### config.mk
export PLATFORM = sky130hd
export DESIGN_NAME = tmqb_ram
export DESIGN_NICKNAME = d
export VERILOG_FILES = /design/src/rtl/tmqb_ram.sv
export SDC_FILE = /design/constraint.sdc
export NUM_CORES = 1
export LEC_CHECK = 0
export ABC_AREA = 1
export BUFFER_PORTS_ARGS = -buffer_cell sky130_fd_sc_hd__buf_4
export CAP_MARGIN = 20
export CORE_MARGIN = 2
export CORE_UTILIZATION = 50
export DETAILED_ROUTE_END_ITERATION = 16
export GPL_TIMING_DRIVEN = 0
export PLACE_DENSITY = 0.68
export SYNTH_ARGS = -nofsm -noshare
export SYNTH_HDL_FRONTEND = slang
export SYNTH_SLANG_ARGS = --single-unit
### constraint.sdc
create_clock -name clock -period 0.94 [get_ports clock]
set_input_delay 0.047 -clock clock [delete_from_list [all_inputs] [get_ports clock]]
set_output_delay 0.047 -clock clock [all_outputs]
set_load 0.005 [all_outputs]
### src/rtl/tmqb_ram.sv
`timescale 1ns / 1ps
module tmqb_ram #(
   parameter int WIDTH = 8,
   parameter int DEPTH = 16
) (
   input  logic                     clock,
   input  logic                     wr_en,
   input  logic [$clog2(DEPTH)-1:0] wr_addr,
   input  logic [WIDTH-1:0]         wr_data,
   input  logic                     rd_en,
   input  logic [$clog2(DEPTH)-1:0] rd_addr,
   output logic [WIDTH-1:0]         rd_data
);

   logic [WIDTH-1:0] mem [DEPTH];

   always_ff @(posedge clock) begin
      if (wr_en) begin
         mem[wr_addr] <= wr_data;
      end
   end

   always_ff @(posedge clock) begin
      if (rd_en) begin
         rd_data <= mem[rd_addr];
      end
   end

endmodule

Word-level counts from Yosys, hierarchy flattened

Memories as Yosys holds them, arrays and structs flattened. A register that Yosys moved wholly into a read port is not among the register bits.
Cells that the tools add are included.
Widths: inputs -> output; s select.

Bits in registers: 0
RAM bits: 128
Output and inout bits: 8
Word-level logic and storage cells: 3
Memories kept: 1

Muxes and demuxes: 2

Memory list:

| name | words | bits a word | rd ports | clocked after Yosys merged registers in | write ports | line | source |
|---|---|---|---|---|---|---|---|
| mem  | 16    | 8           | 1        | 1                                       | 1           | 15   | `logic [WIDTH-1:0] mem [DEPTH];` |

Operators by type and width:

| operator | count |
|---|---|
| $mux 1   | 2 |

Longest topological paths before layout

Gate-level depths: netlist of run 1.

Word-level depth: 2
Gate-level depth with buffers: 8

Worst setup path after synthesis of run 1

No wires, ideal clock.

Path type: input to register
Start: input port wr_addr[3]
End: memory mem[4][0] (enable)
Library setup time: 370 ps
Data arrival time: 628 ps
Stages: 2
Data required time: 570 ps
Setup slack: -58 ps
Cells stage by stage: nand3b_1 > nor2_1

RTL lines:

| element         | line | source |
|---|---|---|
| start, declared | 8    | `input logic [$clog2(DEPTH)-1:0] wr_addr,` |
| end, declared   | 15   |  |

No word-level cell before the write port.

==> flow_summary_export.csv, run 1 <==
group,metric,value,unit
cells_and_area,seq_area,4080,sq um
synth,yosys_warnings,0,
cells_and_area,syn2layout_area_growth,22.5,%
min_path,whs_path_depth,1,
synth,syn_area,5850,sq um
timing,fmax,0.878,GHz
routing,ant_nets,0,
grt,antenna_found_initial,0,
power,clkPwrFrac,46.2,%
cells_and_area,finalNonFillerCells,754,
power,power-per-cell-area,2060,nW/um^2
clocking,h-tree-depth,4,
cells_and_area,multi_input_area,1510,sq um
critical_path,crit_arrival,1.30,ns
power,internal_power,11.4,mW
floorplanning,die_y,112,um
timing,period_minus_slack,1.14,ns
floorplanning,initial_core_util,51.2,%
cells_and_area,nets,617,
power,max-vdd-ir-drop,1.27,mV
power,seqPwrFrac,46.7,%
grt,grt-ovfl-total,0,
routing,via_count,4033,
placement,place.gp.congestion,0.846,
synth,synth-seq-cells,136,
power,combPwrFrac,7.2,%
power,power_switching,3.31,mW
clocking,clockBufferDepth,2,
timing,tns,-1.71,ns
synth,yosys-top-cells-area,"edfxtp_1 70%, nand2_1 11%, nand3_1 8.3%, inv_1 6.4%, buf_6 1.2%",
critical_path,r2r_cells,6,
min_path,worstHoldEndpoint,"mem[3][3]$_DFFE_PP_",
placement,dp_hpwl,8.98,mm
timing,post-route-period-util,121,%
grt,grt_usage,23.5,%
synth,synth_nets,570,
grt,grt_max_degree,17,
status,violations,"negative setup slack",
min_path,hp-start,"wr_data[3]",
clocking,numCtsBuffers,17,
placement,io_buffers,23,
synth,synthCells,551,
clocking,cts.sinks,136,
cells_and_area,fill_cells,878,
critical_path,crit_fanout,1,
critical_path,r2r-end,"rd_data[1]$_DFFE_PP_",
min_path,hp-class,"in2reg",
cells_and_area,drive_above_1_share,24.9,%
critical_path,cp-end-kind,"flip-flop",
timing,max_slew_margin,62.7,%
critical_path,crit_type,"reg2reg",
timing,setup_viol_count_final,32,
synth,yosysTopAreaCellShare,69.8,%
critical_path,critPathRequiredTime,1.10,ns
synth,ys_types,11,
synth,synth_top_cell_by_area,"edfxtp_1",
clocking,cts_root_buf,"clkbuf_16",
routing,drc,0,
timing,tightest_slew,0.559,ns
synth,syn_avg_cell_area,10.6,sq um
status,status,"finished with violations",
clocking,worstSkewPairLatency,0.41,ns
routing,postRouteWirelength,14.2,mm
routing,wl_per_cell,18.9,um
floorplanning,die_area,12600,sq um
timing,worst_slack,-0.200,ns
timing,drv_slew,0,
placement,dp_slack,-0.585,ns
floorplanning,core_area,11400,sq um
job,drv_cap,0,
routing,drt_iter0_drc,488,
timing,whs,0.0157,ns
floorplanning,rows,39,
clocking,clk_pin_slew_worst_paths,0.06,ns
critical_path,cp-start-kind,"flip-flop",
routing,dr.pass1.iters,5,
critical_path,r2r_start,"mem[9][1]$_DFFE_PP_",
grt,grt_pass1_wl,21.5,mm
critical_path,rrSetupSlack,-0.20,ns
grt,grt_pass1_vias,3918,
placement,dp.cells,717,
timing,fin_skew,0.00708,ns
clocking,cts_tree,"done",
cells_and_area,diodes,0,
synth,synth.yosys.seq_area_share,69.8,%
timing,finalHoldViolations,0,
timing,rsz0062_at_grt,"yes",
floorplanning,ios,27,
floorplanning,die_w,112,um
routing,via_per_inst,5.35,
power,p_leak,3.05,nW
power,sw_frac_of_total,22.5,%
-- metrics by stage --
step,total power [mW],utilization (%),cell area [sq um]
4_1_cts,14.7,61.6,7040
3_5_place_dp,7.89,54.4,6210
5_1_grt,15.2,62.7,7160
2_1_floorplan,7.47,-,5860
3_3_place_gp,7.87,54.4,6210
6_report,14.7,62.7,7160
-- sequential cells by signal, indices dropped and copies added (netlist names) --
name,count
mem,128
rd_data,8
-- cell families (layout without fill, tap and decap cells) --
| kind of cell | Yosys count | after routing | synth area share (%) |
|---|---|---|---|
| buffers and inverters | 126 | 186 | 9.39 |
| DFF | 136 | 136 | 69.8 |
| and+or+nand+nor | 289 | 289 | 20.8 |
-- critical path: stages (launching register included) --
cell	delay (ns)
edfxtp_1	0.36
inv_1	0.06
nand2_1	0.04
nand3_1	0.11
nand3_1	0.09
nand3_1	0.16
nand2_1	0.07
-- Yosys cell counts (all sizes together) --
cell,count
nand2,173
edfxtp,136
inv,102
nand3,97
buf,24
nor2,17
nand3b,2
-- worst max path at each step --
stage / cells after the start / slack (ns) / to / start
global route: 6 / -0.23 / rd_data[1]$_DFFE_PP_ / mem[0][1]$_DFFE_PP_
CTS: 6 / -0.16 / rd_data[5]$_DFFE_PP_ / mem[11][5]$_DFFE_PP_
detailed placement: 3 / -0.59 / mem[6][1]$_DFFE_PP_ / wr_addr[3]
global placement: 3 / -0.49 / mem[4][2]$_DFFE_PP_ / wr_addr[3]
floorplan: 2 / -0.06 / mem[11][0]$_DFFE_PP_ / wr_addr[2]
finish: 6 / -0.20 / rd_data[1]$_DFFE_PP_ / mem[9][1]$_DFFE_PP_
-- repair_timing --
item / 4_1_cts / 5_1_grt
hold buffers: 5 / 0
resized for setup: 39 / 33
pin swaps: 13 / 16
endpoints found under the setup margin: 80 / 56
buffers inserted: 0 / 0
hold endpoints to repair: 72 / 0
-- per-layer routing --
layer	track usage, %	wire length [um]	vias up
met5	0	0	-
met4	12.0	431	0
met3	6.43	1120	31
met2	36.0	6820	201
met1	31.1	5860	1925
li1	-	-	1876
-- area by class of cell --
type / instances / share of cell area [%]
Timing Repair Buffer: 28 / 3.11
Sequential cell: 136 / 57.0
Buffer: 24 / 2.32
Multi-Input combinational cell: 289 / 21.1
Clock buffer: 17 / 5.94
Clock inverter: 15 / 2.64
Tap cell: 143 / 2.50
Inverter: 102 / 5.35
-- power by group through the flow --
stage,Combinational (mW),Clock (mW),Sequential (mW)
finish,1.06,6.79,6.87
global route,1.14,7.15,6.88
global placement,0.883,0,6.99
floorplan,0.483,0,6.99
CTS,0.987,6.86,6.87
detailed placement,0.900,0,6.99
-- placed cells by master (no fill, tap or decap), types with 7 or more instances in the layout --
cell type  Yosys  layout
nand2_1      173     162
edfxtp_1     136     136
inv_1        100      96
nand3_1       97      55
nand3_2        0      42
buf_4          4      27
clkbuf_16      0      17
buf_2         13      13
nor2_2         0      12
nand2_2        0      11
inv_6          0       7
No activity file was read; power rests on OpenSTA's default activity.
==> inputs of run 2 (changes only) <==
--- a/config.mk
+++ b/config.mk
@@ -9,10 +9,10 @@
 export BUFFER_PORTS_ARGS = -buffer_cell sky130_fd_sc_hd__buf_4
 export CAP_MARGIN = 20
 export CORE_MARGIN = 2
-export CORE_UTILIZATION = 50
+export CORE_UTILIZATION = 55
 export DETAILED_ROUTE_END_ITERATION = 16
 export GPL_TIMING_DRIVEN = 0
-export PLACE_DENSITY = 0.68
+export PLACE_DENSITY = 0.73
 export SYNTH_ARGS = -nofsm -noshare
 export SYNTH_HDL_FRONTEND = slang
 export SYNTH_SLANG_ARGS = --single-unit
==> constraint.sdc (replaced) <==
create_clock -name clock -period 0.94 [get_ports clock]
set_input_delay 0.047 -clock clock [delete_from_list [all_inputs] [get_ports clock]]
set_output_delay 0.047 -clock clock [all_outputs]
set_load 0.02 [all_outputs]
==> run 2 against run 1 <==
Power is 1.8% higher; critical endpoint is now rd_data[1]; routed wire length increased by 1.2%; clock skew down 0.0023 ns; sequential power about the same; setup slack better by 0.012 ns; the flow still finishes with violations (negative setup slack); via count grew 0.74%; register-to-register slack about the same.
==> flow_summary_export.csv, run 2 (synthesized netlist as in run 1, its figures left out) <==
group,metric,value,unit
critical_path,cp-end-kind,"output port",
clocking,cts_root_buf,"clkbuf_8",
cells_and_area,final_util,69.8,%
floorplanning,ios,27,
critical_path,max_stage_delay,0.39,ns
clocking,numCtsBuffers,17,
timing,finalHoldViolations,0,
routing,via_per_inst,5.40,
status,violations,"negative setup slack",
power,seqPwrFrac,45.9,%
placement,dp_hpwl,8.80,mm
power,clkPwrFrac,46.7,%
critical_path,r2r_start,"mem[8][5]$_DFFE_PP_",
clocking,worstSkewPairLatency,0.54,ns
timing,period_minus_slack,1.13,ns
power,report.power.total,15.0,mW
routing,drc,0,
power,max-vdd-ir-drop,1.33,mV
cells_and_area,drive_above_1_share,23.4,%
cells_and_area,seq_area,4080,sq um
placement,io_buffers,23,
cells_and_area,final_common_cell,"nand2_1",
power,p_leak,3.08,nW
critical_path,slowest_stage,"edfxtp_1",
clocking,cts_tree,"done",
min_path,hp-start,"rd_addr[2]",
clocking,clk_pin_slew_worst_paths,0.06,ns
clocking,h-tree-depth,4,
grt,antenna_found_initial,0,
timing,tns,-2.59,ns
power,power-per-cell-area,2080,nW/um^2
floorplanning,core_area,10300,sq um
grt,grt_pass1_wl,21.9,mm
critical_path,cp-start-kind,"flip-flop",
timing,rsz0062_at_grt,"yes",
grt,grt-ovfl-total,0,
routing,wl_per_cell,19.2,um
critical_path,worstPathCellList,"buf_6",
status,status,"finished with violations",
floorplanning,die_y,107,um
timing,drv_slew,0,
timing,worst_slack,-0.187,ns
power,sw_frac_of_total,21.6,%
timing,max_slew_margin,45.4,%
placement,dp.cells,710,
grt,grt_max_degree,17,
timing,fmax,0.887,GHz
critical_path,critPathLaunch,"rd_data[1]$_DFFE_PP_",
routing,ant_nets,0,
cells_and_area,fill_cells,715,
placement,place.gp.congestion,0.895,
timing,setup_viol_count_final,16,
cells_and_area,biggestRegsByFlops,"mem x128, rd_data x8",
timing,whs,0.0266,ns
cells_and_area,syn2layout_area_growth,23.3,%
grt,grt_pass1_vias,3832,
power,power_switching,3.23,mW
min_path,hp-class,"in2reg",
critical_path,crit_arrival,1.08,ns
cells_and_area,multi_input_area,1480,sq um
routing,postRouteWirelength,14.4,mm
floorplanning,initial_core_util,56.6,%
power,internal_power,11.7,mW
job,drv_cap,0,
critical_path,cp_num_buf_inv,1,
timing,post-route-period-util,120,%
critical_path,cp_top_family,"flip-flops",
clocking,clockBufferDepth,2,
cells_and_area,diodes,0,
grt,grt_usage,27.1,%
cells_and_area,top_register,"mem",
floorplanning,rows,37,
clocking,cts.sinks,136,
critical_path,crit_fanout,1,
critical_path,crit_type,"reg2out",
routing,dr.pass1.iters,6,
routing,drt_iter0_drc,414,
timing,tightest_slew,0.816,ns
cells_and_area,largest_reg_flops,128,
floorplanning,die_area,11500,sq um
cells_and_area,final_cell_mix,"161 x nand2_1, 136 x edfxtp_1, 98 x inv_1, 56 x nand3_1, 41 x nand3_2",
timing,fin_skew,0.00480,ns
power,combPwrFrac,7.4,%
cells_and_area,finalNonFillerCells,752,
cells_and_area,nets,622,
clocking,post_cts.repair.setup_buffers,0,
routing,via_count,4063,
floorplanning,die_w,107,um
critical_path,critPathRequiredTime,0.89,ns
==> run 2: cell types whose count changed in the layout (fill, tap and decap cells not counted), sizes merged <==
cell,previous run,this run
dlygate4sd3,5,10
clkinv,4,6
inv,109,103
clkbuf,17,18
clkinvlp,1,2
bufinv,3,5
==> run 2: final cells by class <==
type | count | share of cell area [%]
Clock inverter | 14 | 2.83
Buffer | 24 | 2.31
Multi-Input combinational cell | 289 | 20.5
Tap cell | 136 | 2.36
Sequential cell | 136 | 56.6
Inverter | 102 | 5.31
Timing Repair Buffer | 33 | 4.20
Clock buffer | 18 | 5.80
==> run 2: per-stage QoR <==
| step | instance area, sq um | setup slack [ns] |
|---|---|---|
| detailed placement | 6200 | -0.531 |
| global placement | 6200 | -0.522 |
| floorplan | 5860 | -0.0578 |
| finish | 7210 | -0.187 |
| global route | 7210 | -0.250 |
| CTS | 7120 | -0.187 |
==> run 2: power groups by stage <==
stage                     Combinational, mW  Sequential (mW)  Clock, mW
after global routing                   1.19             6.88       7.32
after detailed placement              0.929             6.99          0
final                                  1.11             6.87       7.00
after floorplan                       0.483             7.03          0
after global placement                0.914             6.99          0
after CTS                              1.05             6.87       7.02
==> run 2: worst paths after layout <==
path | to | slack (ns) | depth (start not counted)
setup / recovery | rd_data[1] | -0.19 | 1
setup reg to reg | rd_data[5]$_DFFE_PP_ | -0.19 | 6
hold reg to reg | rd_data[1]$_DFFE_PP_ | 0.78 | 6
hold / removal | rd_data[4]$_DFFE_PP_ | 0.03 | 4
==> run 2: metal layers <==
metal / wire length [um] / GRT usage (%) / vias to the layer above
met5: 0 / 0 / -
met4: 355 / 8.91 / 0
met3: 1130 / 6.93 / 28
met2: 6690 / 40.4 / 222
met1: 6230 / 39.3 / 1925
li1: - / - / 1888
==> run 2: repair_timing <==
action / CTS / global route
hold buffers: 10 / 0
resized for setup: 45 / 26
pin swaps: 35 / 10
endpoints found under the hold margin: 137 / 0
endpoints found under the setup margin: 16 / 59
==> inputs of run 3 (changes only) <==
--- a/config.mk
+++ b/config.mk
@@ -10,6 +10,7 @@
 export CAP_MARGIN = 20
 export CORE_MARGIN = 2
 export CORE_UTILIZATION = 55
+export CTS_BUF_LIST = sky130_fd_sc_hd__clkbuf_8 sky130_fd_sc_hd__clkbuf_16
 export DETAILED_ROUTE_END_ITERATION = 16
 export GPL_TIMING_DRIVEN = 0
 export PLACE_DENSITY = 0.73
==> run 3 against run 2 <==
Register-to-register slack barely moved; critical path depth grew 5; setup slack improved by 0.0018 ns; clock skew up 0.00070 ns; global-route usage did not move; final area about the same; routed wire length is 0.40% lower; critical endpoint is now rd_data[5]$_DFFE_PP_; combinational power barely moved; utilization about the same; die area unchanged; clock-buffer cell count decreased by 1; flip-flop and latch count is the same; the flow still finishes with violations (negative setup slack).
==> flow_summary_export.csv, run 3 (synthesized netlist as in run 1, its figures left out) <==
group,metric,value,unit
placement,dp_hpwl,8.80,mm
timing,worst_slack,-0.185,ns
power,max-vdd-ir-drop,1.31,mV
floorplanning,rows,37,
timing,fmax,0.889,GHz
grt,grt_pass1_vias,3832,
timing,tightest_slew,0.824,ns
routing,dr.pass1.iters,5,
floorplanning,die_w,107,um
critical_path,cp_top_family,"simple AND/OR/NAND/NOR gates",
critical_path,cp-start-kind,"flip-flop",
cells_and_area,fill_cells,715,
critical_path,critPathRequiredTime,1.22,ns
cells_and_area,diodes,0,
critical_path,max_stage_delay,0.38,ns
critical_path,cp_num_buf_inv,0,
status,violations,"negative setup slack",
timing,max_slew_margin,44.9,%
critical_path,crit_arrival,1.40,ns
critical_path,cpMostUsedCell,"nand2_1",
routing,drt_iter0_drc,413,
clocking,numCtsBuffers,17,
grt,grt_max_degree,17,
grt,antenna_found_initial,0,
timing,tns,-2.53,ns
clocking,h-tree-depth,4,
timing,drv_slew,0,
cells_and_area,drive_above_1_share,23.5,%
clocking,cts_root_buf,"clkbuf_8",
timing,setup_viol_count_final,16,
cells_and_area,biggestRegsByFlops,"mem x128, rd_data x8",
clocking,post_cts.repair.setup_buffers,0,
floorplanning,ios,27,
floorplanning,core_area,10300,sq um
job,drv_cap,0,
critical_path,worstPathCellList,"nand2_1, nand2_1, nand2_1, nand3_1, nand3_2, nand2_2",
placement,place.gp.congestion,0.895,
routing,wl_per_cell,19.1,um
floorplanning,die_area,11500,sq um
grt,grt-ovfl-total,0,
clocking,cts.sinks,136,
clocking,clockBufferDepth,2,
clocking,worstSkewPairLatency,0.53,ns
routing,drc,0,
timing,rsz0062_at_grt,"yes",
timing,post-route-period-util,120,%
critical_path,crit_type,"reg2reg",
routing,via_per_inst,5.33,
min_path,hp-class,"in2reg",
power,p_leak,3.08,nW
critical_path,cp-end-kind,"flip-flop",
placement,io_buffers,23,
grt,grt_pass1_wl,21.9,mm
routing,via_count,4009,
critical_path,slowest_stage,"edfxtp_1",
floorplanning,initial_core_util,56.6,%
clocking,cts_tree,"done",
cells_and_area,top_register,"mem",
cells_and_area,nets,622,
floorplanning,die_y,107,um
cells_and_area,final_util,69.9,%
cells_and_area,syn2layout_area_growth,23.4,%
power,power-per-cell-area,2070,nW/um^2
grt,grt_usage,27.1,%
clocking,clk_pin_slew_worst_paths,0.06,ns
timing,period_minus_slack,1.13,ns
routing,ant_nets,0,
status,status,"finished with violations",
critical_path,crit_fanout,1,
cells_and_area,final_cell_mix,"161 x nand2_1, 136 x edfxtp_1, 99 x inv_1, 55 x nand3_1, 42 x nand3_2",
routing,postRouteWirelength,14.3,mm
cells_and_area,final_common_cell,"nand2_1",
timing,finalHoldViolations,0,
timing,fin_skew,0.00550,ns
cells_and_area,largest_reg_flops,128,
[run 3: changes by cell type in the layout (fill, tap and decap cells not counted)]
cell	previous run	this run
nand3_1	56	55
nand3_2	41	42
clkbuf_1	1	0
inv_1	98	99
[run 3: layout make-up]
type	count	area [sq um]	area share, %
clock buffer	17	414	5.74
tap	136	170	2.36
multi-input combinational	289	1490	20.6
sequential	136	4080	56.6
inverter	102	383	5.31
clock inverter	15	208	2.88
buffer	24	166	2.31
timing repair buffer	33	303	4.20
[run 3: per-stage QoR]
step | total power [mW] | setup WS (ns) | instances | hold WS, ns | instance area, sq um
finish | 15.0 | -0.185 | 752 | 0.0328 | 7210
global route | 15.4 | -0.240 | 752 | 0.0509 | 7210
CTS | 14.9 | -0.187 | 752 | 0.000820 | 7120
detailed placement | 7.92 | -0.531 | 710 | 0.345 | 6200
global placement | 7.90 | -0.522 | 710 | 0.339 | 6200
floorplan | 7.51 | -0.0578 | 551 | 0.146 | 5860
[run 3: routing by layer]
| layer | up-vias | wire, um | GRT usage [%] |
|---|---|---|---|
| met5 | - | 0 | 0 |
| met4 | 0 | 290 | 8.91 |
| li1 | 1886 | - | - |
| met3 | 21 | 1400 | 6.93 |
| met2 | 230 | 6660 | 40.4 |
| met1 | 1872 | 6000 | 39.3 |
[run 3: worst reg2reg max path, delay by kind of cell, from the launching register on]
kind	cells	cell delay [ns]
simple gates	6	0.50
flops	1	0.38
[run 3: final timing paths]
| kind | start | to | slack [ns] | depth (start not counted) |
|---|---|---|---|---|
| worst min register to register | mem[2][1]$_DFFE_PP_ | rd_data[1]$_DFFE_PP_ | 0.79 | 6 |
| worst max register to register | mem[3][5]$_DFFE_PP_ | rd_data[5]$_DFFE_PP_ | -0.19 | 6 |
| worst min-delay path | rd_addr[2] | rd_data[4]$_DFFE_PP_ | 0.03 | 4 |
| worst max-delay path | mem[3][5]$_DFFE_PP_ | rd_data[5]$_DFFE_PP_ | -0.19 | 6 |
[run 3: what timing repair did]
action | 4_1_cts | 5_1_grt
hold buffers | 10 | 0
setup endpoints to repair | 16 | 59
gates resized for setup | 45 | 27
pin swaps | 35 | 10
endpoints found under the hold margin | 137 | 0
[run 3: power breakdown]
part	switching [mW]	total, mW	internal (mW)	leakage (nW)
combinational	0.739	1.11	0.370	1.55
sequential	0.0382	6.87	6.83	1.24
clock	2.44	6.97	4.53	0.302
